$ cat config.mk
export PLATFORM = sky130hd
export DESIGN_NAME = dashboard_telemetry_framer_top_flat
export DESIGN_NICKNAME = d
export VERILOG_FILES = /design/src/sv/dtf_pkg.sv /design/src/sv/dtf_if.sv /design/src/sv/dtf_fifo.sv /design/src/sv/dtf_front.sv /design/src/sv/dtf_back.sv /design/src/sv/dashboard_telemetry_framer_top.sv /design/src/flat_wrapper.sv
export SDC_FILE = /design/constraint.sdc
export NUM_CORES = 2
export LEC_CHECK = 0
export BUFFER_PORTS_ARGS = -buffer_cell sky130_fd_sc_hd__buf_4
export CAP_MARGIN = 20
export CORE_MARGIN = 2
export CORE_UTILIZATION = 29
export CTS_CLUSTER_DIAMETER = 80
export DETAILED_ROUTE_END_ITERATION = 10
export MAX_ROUTING_LAYER = met4
export RECOVER_POWER = 25
export SLEW_MARGIN = 0
export SYNTH_ARGS = -nofsm -noshare
export SYNTH_HDL_FRONTEND = slang
export SYNTH_SLANG_ARGS = --single-unit
$ cat constraint.sdc
create_clock -name clk_i -period 18.2 [get_ports clk_i]
set_clock_uncertainty 0.2 [all_clocks]
set_input_delay 0 -clock clk_i [delete_from_list [all_inputs] [get_ports clk_i]]
set_output_delay 0 -clock clk_i [all_outputs]
set_load 0.02 [all_outputs]
$ cat src/sv/dtf_pkg.sv
// Shared types and constants of the dashboard telemetry framer.
// Holds opcodes, register indexes, frame byte positions, the configuration and
// queue item structs and the fixed-point temperature conversion. No dependencies.
`default_nettype none

package dtf_pkg;

  localparam int OPCODE_W   = 3;
  localparam int CHANNEL_W  = 2;
  localparam int SAMPLE_W   = 10;
  localparam int DOOR_W     = 4;
  localparam int SEAT_W     = 2;
  localparam int BYTE_W     = 8;
  localparam int INDEX_W    = 3;
  localparam int SETPOINT_W = 7;
  localparam int TEMP_W     = 9;
  localparam int PCT_W      = 7;
  localparam int SPEED_W    = 16;
  localparam int WINDOW_W   = 8;
  localparam int SCALE_W    = 16;
  localparam int BAND_W     = 4;
  localparam int MODE_W     = 2;
  localparam int QUEUE_DEPTH = 4;

  localparam int APB_ADDR_W = 5;
  localparam int APB_DATA_W = 32;

  localparam logic [SETPOINT_W-1:0] SETPOINT_MAX   = 7'd99;
  localparam logic [SETPOINT_W-1:0] SETPOINT_RESET = 7'd25;

  localparam logic [WINDOW_W-1:0]   WINDOW_RESET   = 8'd125;
  localparam logic [SCALE_W-1:0]    SCALE_RESET    = 16'd2826;
  localparam logic [SETPOINT_W-1:0] AUTO_SP_RESET  = 7'd25;
  localparam logic [SETPOINT_W-1:0] AUTO_OFF_RESET = 7'd23;
  localparam logic [BAND_W-1:0]     BAND_RESET     = 4'd2;

  // temp = floor(s * 0.488758), done as (s * ceil(0.488758 * 2^32)) >> 32;
  // the rounding error stays below one step for any sample up to 12 bits
  localparam int TEMP_SHIFT  = 32;
  localparam int TEMP_PROD_W = SAMPLE_W + 31;
  localparam logic [30:0] TEMP_RECIP = 31'd2099199626;

  // speed = floor(prod / 1000) below the saturation point, via ceil(2^36 / 1000)
  localparam int SPEED_SAT_LIMIT = 65536000;
  localparam int QUOT_IN_W       = 26;
  localparam int SPEED_SHIFT     = 36;
  localparam logic [26:0] SPEED_RECIP = 27'd68719477;

  typedef enum logic [OPCODE_W-1:0] {
    OP_TICK   = 3'd0,
    OP_PULSE  = 3'd1,
    OP_SAMPLE = 3'd2,
    OP_SWITCH = 3'd3,
    OP_UP     = 3'd4,
    OP_DOWN   = 3'd5
  } opcode_e;

  typedef enum logic [CHANNEL_W-1:0] {
    CH_ENGINE  = 2'd0,
    CH_FUEL    = 2'd1,
    CH_BATTERY = 2'd2,
    CH_CABIN   = 2'd3
  } channel_e;

  typedef enum logic [2:0] {
    REG_WINDOW   = 3'd0,
    REG_SCALE    = 3'd1,
    REG_AUTO_SP  = 3'd2,
    REG_AUTO_OFF = 3'd3,
    REG_BAND     = 3'd4
  } reg_idx_e;

  typedef enum logic [INDEX_W-1:0] {
    FB_ENGINE_HI = 3'd0,
    FB_ENGINE_LO = 3'd1,
    FB_FUEL      = 3'd2,
    FB_SPEED_HI  = 3'd3,
    FB_SPEED_LO  = 3'd4,
    FB_DOOR      = 3'd5,
    FB_BELT      = 3'd6,
    FB_BATTERY   = 3'd7
  } frame_byte_e;

  typedef struct packed {
    logic [WINDOW_W-1:0]   window_ticks;
    logic [SCALE_W-1:0]    speed_scale;
    logic [SETPOINT_W-1:0] auto_setpoint;
    logic [SETPOINT_W-1:0] auto_off_temp;
    logic [BAND_W-1:0]     manual_band;
  } cfg_t;

  // Per-item queue fields; the pulse count is queued alongside them
  typedef struct packed {
    logic                  is_frame;
    logic [TEMP_W-1:0]     engine_temp;
    logic [PCT_W-1:0]      fuel_pct;
    logic [PCT_W-1:0]      batt_pct;
    logic                  door_ok;
    logic                  belt_ok;
    logic                  ac_on;
    logic [SETPOINT_W-1:0] setpoint;
  } item_info_t;

  function automatic logic [TEMP_W-1:0] temp_of(input logic [SAMPLE_W-1:0] s);
    logic [TEMP_PROD_W-1:0] p;
    p = TEMP_PROD_W'(s) * TEMP_PROD_W'(TEMP_RECIP);
    return p[TEMP_SHIFT +: TEMP_W];
  endfunction

endpackage

`default_nettype wire

$ cat src/sv/dtf_if.sv
// Valid/ready channel interfaces for input items and result items.
// Depends on dtf_pkg for the field widths.
`default_nettype none

interface dtf_in_if;
  logic                           valid;
  logic                           ready;
  logic [dtf_pkg::OPCODE_W-1:0]   opcode;
  logic [dtf_pkg::CHANNEL_W-1:0]  channel;
  logic [dtf_pkg::SAMPLE_W-1:0]   sample;
  logic [dtf_pkg::DOOR_W-1:0]     door_switches;
  logic [dtf_pkg::SEAT_W-1:0]     seat_switches;
  logic                           auto_mode;
  logic                           manual_mode;

  modport source (
    output valid, opcode, channel, sample, door_switches, seat_switches,
           auto_mode, manual_mode,
    input  ready
  );
  modport sink (
    input  valid, opcode, channel, sample, door_switches, seat_switches,
           auto_mode, manual_mode,
    output ready
  );
endinterface

interface dtf_out_if;
  logic                            valid;
  logic                            ready;
  logic                            is_frame;
  logic [dtf_pkg::BYTE_W-1:0]      frame_byte;
  logic [dtf_pkg::INDEX_W-1:0]     byte_index;
  logic                            last;
  logic                            ac_on;
  logic [dtf_pkg::SETPOINT_W-1:0]  current_setpoint;

  modport source (
    output valid, is_frame, frame_byte, byte_index, last, ac_on, current_setpoint,
    input  ready
  );
  modport sink (
    input  valid, is_frame, frame_byte, byte_index, last, ac_on, current_setpoint,
    output ready
  );
endinterface

`default_nettype wire

$ cat src/sv/dtf_fifo.sv
// Small register queue between the front and back ends of the framer.
// Standalone; width and depth come from the instantiating module.
`default_nettype none

module dtf_fifo #(
  parameter int WIDTH = 8,
  parameter int DEPTH = 4
) (
  input  logic             clk_i,
  input  logic             rst_ni,
  input  logic             push_valid_i,
  output logic             push_ready_o,
  input  logic [WIDTH-1:0] push_data_i,
  output logic             pop_valid_o,
  input  logic             pop_ready_i,
  output logic [WIDTH-1:0] pop_data_o
);

  localparam int PTR_W = (DEPTH > 1) ? $clog2(DEPTH) : 1;
  localparam int CNT_W = $clog2(DEPTH + 1);
  localparam logic [PTR_W-1:0] PTR_LAST = PTR_W'(DEPTH - 1);
  localparam logic [CNT_W-1:0] CNT_FULL = CNT_W'(DEPTH);

  logic [WIDTH-1:0] mem_q [DEPTH];
  logic [PTR_W-1:0] wr_ptr_q, rd_ptr_q;
  logic [CNT_W-1:0] count_q;
  logic             push, pop;

  assign push_ready_o = (count_q != CNT_FULL);
  assign pop_valid_o  = (count_q != '0);
  assign pop_data_o   = mem_q[rd_ptr_q];
  assign push         = push_valid_i && push_ready_o;
  assign pop          = pop_valid_o && pop_ready_i;

  always_ff @(posedge clk_i or negedge rst_ni) begin
    if (!rst_ni) begin
      wr_ptr_q <= '0;
      rd_ptr_q <= '0;
      count_q  <= '0;
    end else begin
      if (push) begin
        wr_ptr_q <= (wr_ptr_q == PTR_LAST) ? '0 : wr_ptr_q + 1'b1;
      end
      if (pop) begin
        rd_ptr_q <= (rd_ptr_q == PTR_LAST) ? '0 : rd_ptr_q + 1'b1;
      end
      if (push && !pop) begin
        count_q <= count_q + 1'b1;
      end else if (pop && !push) begin
        count_q <= count_q - 1'b1;
      end
    end
  end

  always_ff @(posedge clk_i) begin
    if (push) begin
      mem_q[wr_ptr_q] <= push_data_i;
    end
  end

endmodule

`default_nettype wire

$ cat src/sv/dtf_front.sv
// Front end: accepts items, updates counters, samples, switches and climate state,
// and queues one entry per item. Depends on dtf_pkg and dtf_in_if.
`default_nettype none

module dtf_front #(
  parameter int PULSE_BITS  = 16,
  parameter int SAMPLE_BITS = 10
) (
  input  logic                    clk_i,
  input  logic                    rst_ni,
  dtf_in_if.sink                  item_i,
  input  dtf_pkg::cfg_t           cfg_i,
  output logic                    push_valid_o,
  input  logic                    push_ready_i,
  output dtf_pkg::item_info_t     push_info_o,
  output logic [PULSE_BITS-1:0]   push_pulse_o
);

  import dtf_pkg::*;

  localparam int SW = (SAMPLE_BITS < SAMPLE_W) ? SAMPLE_BITS : SAMPLE_W;
  // percent = floor(s * 100 / (2^SAMPLE_BITS - 1)) via a 2^32 scaled reciprocal
  localparam longint unsigned PCT_DIV   = (64'd1 << SAMPLE_BITS) - 64'd1;
  localparam longint unsigned PCT_RECIP = ((64'd1 << 32) + PCT_DIV - 64'd1) / PCT_DIV;
  localparam logic [31:0]     PCT_MUL   = 32'(PCT_RECIP * 64'd100);
  localparam int              PCT_PROD_W = SAMPLE_W + 32;
  localparam logic [PULSE_BITS-1:0] PULSE_MAX = '1;
  localparam logic [WINDOW_W-1:0]   TICK_MAX  = '1;

  function automatic logic [PCT_W-1:0] pct_of(input logic [SAMPLE_W-1:0] s);
    logic [PCT_PROD_W-1:0] p;
    p = PCT_PROD_W'(s) * PCT_PROD_W'(PCT_MUL);
    return p[32 +: PCT_W];
  endfunction

  logic [WINDOW_W-1:0]   tick_q, tick_d, tick_inc;
  logic [PULSE_BITS-1:0] pulse_q, pulse_d;
  logic [TEMP_W-1:0]     engine_q, engine_d, cabin_q, cabin_d;
  logic [PCT_W-1:0]      fuel_q, fuel_d, batt_q, batt_d;
  logic [DOOR_W-1:0]     door_q, door_d;
  logic [SEAT_W-1:0]     belt_q, belt_d;
  logic [MODE_W-1:0]     mode_q, mode_d;
  logic [SETPOINT_W-1:0] sp_q, sp_d;
  logic                  ac_q, ac_d;
  logic                  accept, frame;
  logic [SAMPLE_W-1:0]   smp;
  logic [TEMP_W-1:0]     smp_temp;
  logic [PCT_W-1:0]      smp_pct;
  opcode_e               op;

  assign item_i.ready = push_ready_i;
  assign push_valid_o = item_i.valid;
  assign accept       = item_i.valid && push_ready_i;
  assign op           = opcode_e'(item_i.opcode);
  assign smp          = SAMPLE_W'(item_i.sample[SW-1:0]);
  assign smp_temp     = temp_of(smp);
  assign smp_pct      = pct_of(smp);
  assign tick_inc     = (tick_q != TICK_MAX) ? tick_q + 8'd1 : tick_q;

  always_comb begin
    tick_d   = tick_q;
    pulse_d  = pulse_q;
    engine_d = engine_q;
    cabin_d  = cabin_q;
    fuel_d   = fuel_q;
    batt_d   = batt_q;
    door_d   = door_q;
    belt_d   = belt_q;
    mode_d   = mode_q;
    frame    = 1'b0;

    unique case (op)
      OP_TICK: begin
        if (tick_inc >= cfg_i.window_ticks) begin
          frame   = 1'b1;
          tick_d  = '0;
          pulse_d = '0;
        end else begin
          tick_d = tick_inc;
        end
      end
      OP_PULSE: begin
        if (pulse_q != PULSE_MAX) begin
          pulse_d = pulse_q + 1'b1;
        end
      end
      OP_SAMPLE: begin
        unique case (channel_e'(item_i.channel))
          CH_ENGINE:  engine_d = smp_temp;
          CH_FUEL:    fuel_d   = smp_pct;
          CH_BATTERY: batt_d   = smp_pct;
          CH_CABIN:   cabin_d  = smp_temp;
        endcase
      end
      OP_SWITCH: begin
        door_d = item_i.door_switches;
        belt_d = item_i.seat_switches;
        mode_d = {item_i.manual_mode, item_i.auto_mode};
      end
      default: ;
    endcase
  end

  // Climate controller: runs after every item on the updated cabin temp and modes
  always_comb begin
    sp_d = sp_q;
    ac_d = ac_q;
    if (mode_d == '0) begin
      ac_d = 1'b0;
    end
    if (mode_d[0]) begin
      sp_d = (cfg_i.auto_setpoint > SETPOINT_MAX) ? SETPOINT_MAX : cfg_i.auto_setpoint;
      if (cabin_d > TEMP_W'(sp_d)) begin
        ac_d = 1'b1;
      end else if (cabin_d < TEMP_W'(cfg_i.auto_off_temp)) begin
        ac_d = 1'b0;
      end
    end
    if (mode_d[1]) begin
      if (op == OP_UP && sp_d < SETPOINT_MAX) begin
        sp_d = sp_d + 7'd1;
      end
      if (op == OP_DOWN && sp_d != '0) begin
        sp_d = sp_d - 7'd1;
      end
      if (cabin_d > TEMP_W'(sp_d)) begin
        ac_d = 1'b1;
      end else if ((10'(cabin_d) + 10'(cfg_i.manual_band)) <= 10'(sp_d)) begin
        ac_d = 1'b0;
      end
    end
  end

  always_comb begin
    push_info_o.is_frame    = frame;
    push_info_o.engine_temp = engine_q;
    push_info_o.fuel_pct    = fuel_q;
    push_info_o.batt_pct    = batt_q;
    push_info_o.door_ok     = (door_q == '1);
    push_info_o.belt_ok     = (belt_q == '1);
    push_info_o.ac_on       = ac_d;
    push_info_o.setpoint    = sp_d;
  end
  assign push_pulse_o = pulse_q;

  always_ff @(posedge clk_i or negedge rst_ni) begin
    if (!rst_ni) begin
      tick_q   <= '0;
      pulse_q  <= '0;
      engine_q <= '0;
      cabin_q  <= '0;
      fuel_q   <= '0;
      batt_q   <= '0;
      door_q   <= '0;
      belt_q   <= '0;
      mode_q   <= '0;
      sp_q     <= SETPOINT_RESET;
      ac_q     <= 1'b0;
    end else if (accept) begin
      tick_q   <= tick_d;
      pulse_q  <= pulse_d;
      engine_q <= engine_d;
      cabin_q  <= cabin_d;
      fuel_q   <= fuel_d;
      batt_q   <= batt_d;
      door_q   <= door_d;
      belt_q   <= belt_d;
      mode_q   <= mode_d;
      sp_q     <= sp_d;
      ac_q     <= ac_d;
    end
  end

  a_setpoint_range: assert property (@(posedge clk_i) disable iff (!rst_ni)
    sp_q <= SETPOINT_MAX)
    else $error("setpoint left its range");

  a_window_clear: assert property (@(posedge clk_i) disable iff (!rst_ni)
    accept && frame |=> tick_q == '0 && pulse_q == '0)
    else $error("window counters not cleared after frame");

endmodule

`default_nettype wire

$ cat src/sv/dtf_back.sv
// Back end: computes speed from the queued pulse count and serializes results,
// eight bytes for a frame and one result otherwise. Depends on dtf_pkg and dtf_out_if.
`default_nettype none

module dtf_back #(
  parameter int PULSE_BITS = 16
) (
  input  logic                          clk_i,
  input  logic                          rst_ni,
  input  logic [dtf_pkg::SCALE_W-1:0]   speed_scale_i,
  input  logic                          pop_valid_i,
  output logic                          pop_ready_o,
  input  dtf_pkg::item_info_t           pop_info_i,
  input  logic [PULSE_BITS-1:0]         pop_pulse_i,
  dtf_out_if.source                     result_o
);

  import dtf_pkg::*;

  localparam int PROD_W = PULSE_BITS + SCALE_W;
  localparam int CMP_W  = (PROD_W > QUOT_IN_W + 1) ? PROD_W : QUOT_IN_W + 1;
  localparam int QUOT_W = QUOT_IN_W + 27;
  localparam logic [CMP_W-1:0] SAT_LIMIT = CMP_W'(SPEED_SAT_LIMIT);

  // product stage
  logic              p_valid_q;
  item_info_t        p_info_q;
  logic [PROD_W-1:0] p_prod_q;
  // speed stage, also the output register
  logic              s_valid_q;
  item_info_t        s_info_q;
  logic [SPEED_W-1:0] s_speed_q;
  logic [INDEX_W-1:0] idx_q;

  logic               p_ready, s_ready, fire, last;
  logic [CMP_W-1:0]   prod_ext;
  logic [QUOT_W-1:0]  quot;
  logic [SPEED_W-1:0] speed;
  logic [BYTE_W-1:0]  byte_sel;

  assign last        = !s_info_q.is_frame || (idx_q == FB_BATTERY);
  assign fire        = s_valid_q && result_o.ready;
  assign s_ready     = !s_valid_q || (fire && last);
  assign p_ready     = !p_valid_q || s_ready;
  assign pop_ready_o = p_ready;

  assign prod_ext = CMP_W'(p_prod_q);
  assign quot     = QUOT_W'(prod_ext[QUOT_IN_W-1:0]) * QUOT_W'(SPEED_RECIP);
  assign speed    = (prod_ext >= SAT_LIMIT) ? '1 : quot[SPEED_SHIFT +: SPEED_W];

  always_comb begin
    unique case (frame_byte_e'(idx_q))
      FB_ENGINE_HI: byte_sel = BYTE_W'(s_info_q.engine_temp[TEMP_W-1:BYTE_W]);
      FB_ENGINE_LO: byte_sel = s_info_q.engine_temp[BYTE_W-1:0];
      FB_FUEL:      byte_sel = BYTE_W'(s_info_q.fuel_pct);
      FB_SPEED_HI:  byte_sel = s_speed_q[SPEED_W-1:BYTE_W];
      FB_SPEED_LO:  byte_sel = s_speed_q[BYTE_W-1:0];
      FB_DOOR:      byte_sel = BYTE_W'(s_info_q.door_ok);
      FB_BELT:      byte_sel = BYTE_W'(s_info_q.belt_ok);
      FB_BATTERY:   byte_sel = BYTE_W'(s_info_q.batt_pct);
    endcase
  end

  assign result_o.valid            = s_valid_q;
  assign result_o.is_frame         = s_info_q.is_frame;
  assign result_o.frame_byte       = s_info_q.is_frame ? byte_sel : '0;
  assign result_o.byte_index       = s_info_q.is_frame ? idx_q : '0;
  assign result_o.last             = last;
  assign result_o.ac_on            = s_info_q.ac_on;
  assign result_o.current_setpoint = s_info_q.setpoint;

  always_ff @(posedge clk_i or negedge rst_ni) begin
    if (!rst_ni) begin
      p_valid_q <= 1'b0;
      s_valid_q <= 1'b0;
      idx_q     <= '0;
    end else begin
      if (p_ready) begin
        p_valid_q <= pop_valid_i;
      end
      if (s_ready) begin
        s_valid_q <= p_valid_q;
      end
      if (fire) begin
        idx_q <= last ? '0 : idx_q + 1'b1;
      end
    end
  end

  always_ff @(posedge clk_i) begin
    if (p_ready && pop_valid_i) begin
      p_info_q <= pop_info_i;
      p_prod_q <= PROD_W'(pop_pulse_i) * PROD_W'(speed_scale_i);
    end
    if (s_ready && p_valid_q) begin
      s_info_q  <= p_info_q;
      s_speed_q <= speed;
    end
  end

  a_single_idx: assert property (@(posedge clk_i) disable iff (!rst_ni)
    s_valid_q && !s_info_q.is_frame |-> idx_q == '0)
    else $error("byte counter moved on a non-frame transaction");

  a_idx_step: assert property (@(posedge clk_i) disable iff (!rst_ni)
    fire && !last |=> idx_q == $past(idx_q) + 1'b1)
    else $error("byte counter skipped a position");

  a_prod_hold: assert property (@(posedge clk_i) disable iff (!rst_ni)
    p_valid_q && !s_ready |=> p_valid_q && $stable(p_prod_q))
    else $error("product stage lost data under stall");

endmodule

`default_nettype wire

$ cat src/sv/dashboard_telemetry_framer_top.sv
// Dashboard telemetry framer: APB register file plus front end, queue and back end.
// Depends on dtf_pkg, dtf_if, dtf_fifo, dtf_front and dtf_back.
// Usage:
//   item_i carries one event per transaction (tick, wheel pulse, converter sample,
//   switch update, setpoint up/down). result_o returns one result per item, or
//   eight frame bytes (byte_index 0..7, last on byte 7) when a tick closes the
//   speed window. Every result also reports the AC drive state and setpoint.
//   The APB port holds window_ticks, speed_scale, auto_setpoint, auto_off_temp and
//   manual_band at byte addresses 0, 4, 8, 12, 16; write them only while idle.
// Timing:
//   One item is accepted per cycle while the queue has room. Its first result passes
//   through the queue, the product stage and the speed/output stage, in that order.
//   A frame holds the output stage while its eight bytes go out; the product
//   stage and the 4-entry queue absorb up to five more items meanwhile.
// Reset:
//   rst_ni clears counters, samples, switch levels, the AC state and the queue,
//   loads setpoint 25 and the register defaults. No clearing pass is needed.
// Stall:
//   A low result_o.ready holds the current result; items keep entering until the
//   queue fills, then item_i.ready drops.
`default_nettype none

module dashboard_telemetry_framer_top #(
  parameter int PULSE_BITS  = 16,
  parameter int SAMPLE_BITS = 10
) (
  input  logic                            clk_i,
  input  logic                            rst_ni,
  dtf_in_if.sink                          item_i,
  dtf_out_if.source                       result_o,
  input  logic                            psel,
  input  logic                            penable,
  input  logic                            pwrite,
  input  logic [dtf_pkg::APB_ADDR_W-1:0]  paddr,
  input  logic [dtf_pkg::APB_DATA_W-1:0]  pwdata,
  output logic [dtf_pkg::APB_DATA_W-1:0]  prdata,
  output logic                            pready
);

  import dtf_pkg::*;

  localparam int Q_W = $bits(item_info_t) + PULSE_BITS;

  cfg_t                  cfg_q;
  reg_idx_e              reg_idx;
  logic                  cfg_we;

  logic                  push_valid, push_ready, pop_valid, pop_ready;
  item_info_t            push_info, pop_info;
  logic [PULSE_BITS-1:0] push_pulse, pop_pulse;
  logic [Q_W-1:0]        pop_data;

  assign pready  = 1'b1;
  assign reg_idx = reg_idx_e'(paddr[4:2]);
  assign cfg_we  = psel && penable && pwrite;

  always_ff @(posedge clk_i or negedge rst_ni) begin
    if (!rst_ni) begin
      cfg_q.window_ticks  <= WINDOW_RESET;
      cfg_q.speed_scale   <= SCALE_RESET;
      cfg_q.auto_setpoint <= AUTO_SP_RESET;
      cfg_q.auto_off_temp <= AUTO_OFF_RESET;
      cfg_q.manual_band   <= BAND_RESET;
    end else if (cfg_we) begin
      unique case (reg_idx)
        REG_WINDOW:   cfg_q.window_ticks  <= pwdata[WINDOW_W-1:0];
        REG_SCALE:    cfg_q.speed_scale   <= pwdata[SCALE_W-1:0];
        REG_AUTO_SP:  cfg_q.auto_setpoint <= pwdata[SETPOINT_W-1:0];
        REG_AUTO_OFF: cfg_q.auto_off_temp <= pwdata[SETPOINT_W-1:0];
        REG_BAND:     cfg_q.manual_band   <= pwdata[BAND_W-1:0];
        default: ;
      endcase
    end
  end

  always_comb begin
    unique case (reg_idx)
      REG_WINDOW:   prdata = APB_DATA_W'(cfg_q.window_ticks);
      REG_SCALE:    prdata = APB_DATA_W'(cfg_q.speed_scale);
      REG_AUTO_SP:  prdata = APB_DATA_W'(cfg_q.auto_setpoint);
      REG_AUTO_OFF: prdata = APB_DATA_W'(cfg_q.auto_off_temp);
      REG_BAND:     prdata = APB_DATA_W'(cfg_q.manual_band);
      default:      prdata = '0;
    endcase
  end

  dtf_front #(
    .PULSE_BITS  (PULSE_BITS),
    .SAMPLE_BITS (SAMPLE_BITS)
  ) u_front (
    .clk_i        (clk_i),
    .rst_ni       (rst_ni),
    .item_i       (item_i),
    .cfg_i        (cfg_q),
    .push_valid_o (push_valid),
    .push_ready_i (push_ready),
    .push_info_o  (push_info),
    .push_pulse_o (push_pulse)
  );

  dtf_fifo #(
    .WIDTH (Q_W),
    .DEPTH (QUEUE_DEPTH)
  ) u_fifo (
    .clk_i        (clk_i),
    .rst_ni       (rst_ni),
    .push_valid_i (push_valid),
    .push_ready_o (push_ready),
    .push_data_i  ({push_pulse, push_info}),
    .pop_valid_o  (pop_valid),
    .pop_ready_i  (pop_ready),
    .pop_data_o   (pop_data)
  );

  assign pop_info  = item_info_t'(pop_data[$bits(item_info_t)-1:0]);
  assign pop_pulse = pop_data[Q_W-1 -: PULSE_BITS];

  dtf_back #(
    .PULSE_BITS (PULSE_BITS)
  ) u_back (
    .clk_i         (clk_i),
    .rst_ni        (rst_ni),
    .speed_scale_i (cfg_q.speed_scale),
    .pop_valid_i   (pop_valid),
    .pop_ready_o   (pop_ready),
    .pop_info_i    (pop_info),
    .pop_pulse_i   (pop_pulse),
    .result_o      (result_o)
  );

endmodule

`default_nettype wire
$ cat src/flat_wrapper.sv
// flat-port wrapper written by rule: the top's interface ports become plain ports
module dashboard_telemetry_framer_top_flat import dtf_pkg::*;
#(
  parameter int PULSE_BITS  = 16,
  parameter int SAMPLE_BITS = 10
)
  (clk_i, rst_ni, psel, penable, pwrite, paddr, pwdata, prdata, pready, item_i_valid, item_i_opcode, item_i_channel, item_i_sample, item_i_door_switches, item_i_seat_switches, item_i_auto_mode, item_i_manual_mode, item_i_ready, result_o_valid, result_o_is_frame, result_o_frame_byte, result_o_byte_index, result_o_last, result_o_ac_on, result_o_current_setpoint, result_o_ready);
  dtf_in_if item_i_i ();
  dtf_out_if result_o_i ();
  input  logic clk_i;
  input  logic rst_ni;
  input  logic psel;
  input  logic penable;
  input  logic pwrite;
  input  logic [dtf_pkg::APB_ADDR_W-1:0] paddr;
  input  logic [dtf_pkg::APB_DATA_W-1:0] pwdata;
  output logic [dtf_pkg::APB_DATA_W-1:0] prdata;
  output logic pready;
  input wire logic [$bits(item_i_i.valid)-1:0] item_i_valid;
  input wire logic [$bits(item_i_i.opcode)-1:0] item_i_opcode;
  input wire logic [$bits(item_i_i.channel)-1:0] item_i_channel;
  input wire logic [$bits(item_i_i.sample)-1:0] item_i_sample;
  input wire logic [$bits(item_i_i.door_switches)-1:0] item_i_door_switches;
  input wire logic [$bits(item_i_i.seat_switches)-1:0] item_i_seat_switches;
  input wire logic [$bits(item_i_i.auto_mode)-1:0] item_i_auto_mode;
  input wire logic [$bits(item_i_i.manual_mode)-1:0] item_i_manual_mode;
  output wire logic [$bits(item_i_i.ready)-1:0] item_i_ready;
  output wire logic [$bits(result_o_i.valid)-1:0] result_o_valid;
  output wire logic [$bits(result_o_i.is_frame)-1:0] result_o_is_frame;
  output wire logic [$bits(result_o_i.frame_byte)-1:0] result_o_frame_byte;
  output wire logic [$bits(result_o_i.byte_index)-1:0] result_o_byte_index;
  output wire logic [$bits(result_o_i.last)-1:0] result_o_last;
  output wire logic [$bits(result_o_i.ac_on)-1:0] result_o_ac_on;
  output wire logic [$bits(result_o_i.current_setpoint)-1:0] result_o_current_setpoint;
  input wire logic [$bits(result_o_i.ready)-1:0] result_o_ready;
  assign item_i_i.valid = item_i_valid;
  assign item_i_i.opcode = item_i_opcode;
  assign item_i_i.channel = item_i_channel;
  assign item_i_i.sample = item_i_sample;
  assign item_i_i.door_switches = item_i_door_switches;
  assign item_i_i.seat_switches = item_i_seat_switches;
  assign item_i_i.auto_mode = item_i_auto_mode;
  assign item_i_i.manual_mode = item_i_manual_mode;
  assign item_i_ready = item_i_i.ready;
  assign result_o_valid = result_o_i.valid;
  assign result_o_is_frame = result_o_i.is_frame;
  assign result_o_frame_byte = result_o_i.frame_byte;
  assign result_o_byte_index = result_o_i.byte_index;
  assign result_o_last = result_o_i.last;
  assign result_o_ac_on = result_o_i.ac_on;
  assign result_o_current_setpoint = result_o_i.current_setpoint;
  assign result_o_i.ready = result_o_ready;
  dashboard_telemetry_framer_top #(.PULSE_BITS(PULSE_BITS), .SAMPLE_BITS(SAMPLE_BITS)) u_core (.clk_i(clk_i), .rst_ni(rst_ni), .item_i(item_i_i), .result_o(result_o_i), .psel(psel), .penable(penable), .pwrite(pwrite), .paddr(paddr), .pwdata(pwdata), .prdata(prdata), .pready(pready));
endmodule
==> reports/results.ini <==
[yosys]
avgSynthCellArea_sq_um=11.16
synth-seq-area-share=0.2929
ys_ff_latch=442
synth_top_area_frac=0.2328
yosysWarnings=0
syn_area_sq_um=43260
ys_types=84
synth.area.top_cells=fa_1 23%, edfxtp_1 22%, ha_1 18%, inv_1 7.1%, dfrtp_1 6.0%
synth-main-ff-cell=edfxtp_1
syn_inst=3877
postSynth.asyncResetShare=0.2851
synth_edf_count=316
synth_area_leader_cell=fa_1

[floorplanning]
ios=123
num_rows=141
initial_utilization=0.2923
die-width_um=390.2
design.die.area_sq_um=152300
core_area_sq_um=148000
die_y_um=390.2

[global_routing]
grtUsageTotal=0.1401
grt_pass1_vias=29150
gr-total-overflow=0
antenna_found_initial=0
grt_max_degree=72
grt_first_pass_wirelength_um=164200

[detailed_routing]
drtIter0Drc=1693
post_drt_wl_per_cell_um=17.08
vias_per_cell=4.673
final_antenna_net_count=0
drt-total-wl_um=102200
vias=27960
dr.pass1.iters=7
drc_errors=0

[cts]
cts_resized=0
insertion_delay_ps=610
hold_buffers=81
cts_made_buffers=46
cts_setup_buffers=0
h-tree-depth=2
cts.sinks=442
cts-root-buf=clkbuf_16
path_clk_slew_ps=60
cts_buffer_depth=3
tritoncts=yes

[placement]
placed_area_sq_um=46000
dp_slack_ps=9059
dp_cells=5815
dp_hpwl_um=79040
gp_congestion=0.8808
portBuffers=87

[setup_path]
critPathSlowestCell=fa_1
reg2reg_depth=22
critPathLaunchType=input pin
max_stage_delay_ps=770
crit_arrival_ps=8680
required_ps=18310
crit_top_cell=fa_1
worstPathMaxFanout=10
end_kind=flip-flop
worstSetupPathType=input pin to flip-flop

[timing]
timing.final.ws_setup_ps=9632
fin_tns_setup_ps=0
tightestPinTransition_ps=3014
slew_headroom=-1.009
slew_viol_final=47
fin_crit_sh=0.4708
finalSetupViolations=0
timing.fmax_mhz=116.7
finalCriticalPeriod_ps=8568
finalHoldViolCount=0
rsz0062_at_grt=false

[worst_hold_path]
hold_depth=3
hp-class=input pin to flip-flop

[status]
status=finished with violations
violations=max-capacitance violations, max-slew violations

[finish]
syn2layout_area_growth_pct=11.95
drive_gt1_frac=0.08786
fin_nets=5191
fin_area_sq_um=48430
fin_cells=5983
num-fill-cells=14850

[flow_run]
cap_violations=1

## area by class of cell
type | count | area (sq um) | area share
diodes | 1 | 2.502 | 0.00005167
clock buffers | 53 | 1209 | 0.02496
clock inverters | 32 | 424.2 | 0.008758
inverters | 817 | 3067 | 0.06332
multi-input cells | 2527 | 27090 | 0.5594
flip-flops and latches | 442 | 12670 | 0.2617
well taps | 1930 | 2415 | 0.04986
repair buffers | 181 | 1549 | 0.03198
## sequential cells by signal, indices dropped and copies added (netlist names), 7 cells and up
| name | cells |
|---|---|
| u_core.u_front.push_pulse_o | 16 |
| u_core.u_back.p_prod_q | 32 |
| u_core.u_front.fuel_q | 7 |
| u_core.cfg_q | 42 |
| u_core.u_front.tick_q | 8 |
| u_core.u_front.engine_q | 9 |
| u_core.u_fifo.mem_q | 200 |
| u_core.u_back.result_o.current_setpoint | 7 |
| u_core.u_back.p_info_q | 34 |
| u_core.u_front.cabin_q | 9 |
| u_core.u_front.batt_q | 7 |
| u_core.u_back.s_speed_q | 16 |
| u_core.u_back.s_info_q | 25 |
| u_core.u_front.sp_q | 7 |
## kinds of logic after synthesis
group | Yosys count | share of synthesized area
other cells | 2 | 0.0001736
buf+inv | 923 | 0.08254
simple gates | 752 | 0.08691
mux | 142 | 0.05047
compound gates | 428 | 0.06305
fa+ha+maj | 1109 | 0.4080
xor+xnor | 79 | 0.01599
flops | 442 | 0.2929
## path summary, 6_finish.rpt
path | start | endpoint | slack (ps)
max | item_i_sample[7] | u_core.u_fifo.mem_q[1][7] | 9630
min | pwdata[4] | u_core.cfg_q[15] | 30
max reg2reg | u_core.u_fifo.rd_ptr_q[0] | u_core.u_back.p_prod_q[30] | 9930
min reg2reg | u_core.u_back.p_info_q[16] | u_core.u_back.s_info_q[16] | 210
max in group asynchronous | rst_ni | u_core.cfg_q[28] | 13850
min in group asynchronous | rst_ni | u_core.cfg_q[4] | 1010
## synth_stat cells, types with 60 or more instances
cell type	number
o21ai_0	111
nor2_1	92
ha_1	606
xnor2_1	60
fa_1	503
nand2_1	295
a21oi_1	103
and2_1	134
mux2_2	74
edfxtp_1	316
inv_1	817
clkbuf_1	65
dfrtp_1	104
## worst max-delay path: cells and delay by family
family	cells	cell delay (ps)
simple gates	7	1770
fa+ha+maj	8	3760
buf+inv	3	260
xor+xnor	2	560
compound gates	9	2330
## through the flow
stage,hold WS (ps),utilization
floorplan,-495.6,-
global placement,-167.9,0.3107
detailed placement,-155.4,0.3107
CTS,0.006328,0.3274
global route,34.08,0.3272
finish,26.12,0.3272
## routing by layer
layer,track usage,share of wire
met1,0.1993,0.48
met3,0.01382,0.048
met4,0.02864,0.018
met2,0.2171,0.45
met5,-,0
## layout by cell type (no fill, tap or decap), types with 10 or more instances in the layout
cell,instances
and3_1,20
nand4_1,23
o21a_1,25
and4_1,11
a21o_1,41
fa_1,503
xor2_1,19
clkinv_2,11
clkbuf_16,47
a22oi_1,16
conb_1,17
nor3_1,24
nand3_1,46
o22ai_1,10
ha_1,606
mux2i_1,13
a211oi_1,14
xnor2_1,60
nand2_1,295
and2_1,133
o21ai_0,111
edfxtp_1,316
mux2_2,74
nand2b_1,22
dfstp_2,22
mux4_2,53
a21oi_1,103
o31ai_1,18
buf_4,98
a31oi_1,14
nor2_1,92
dlygate4sd3_1,80
dfrtp_1,102
nor2b_1,29
inv_1,816
Power is left out: the tool's default activity adds up to more than one toggle a clock period on the data nets, which glitch-free logic cannot reach.
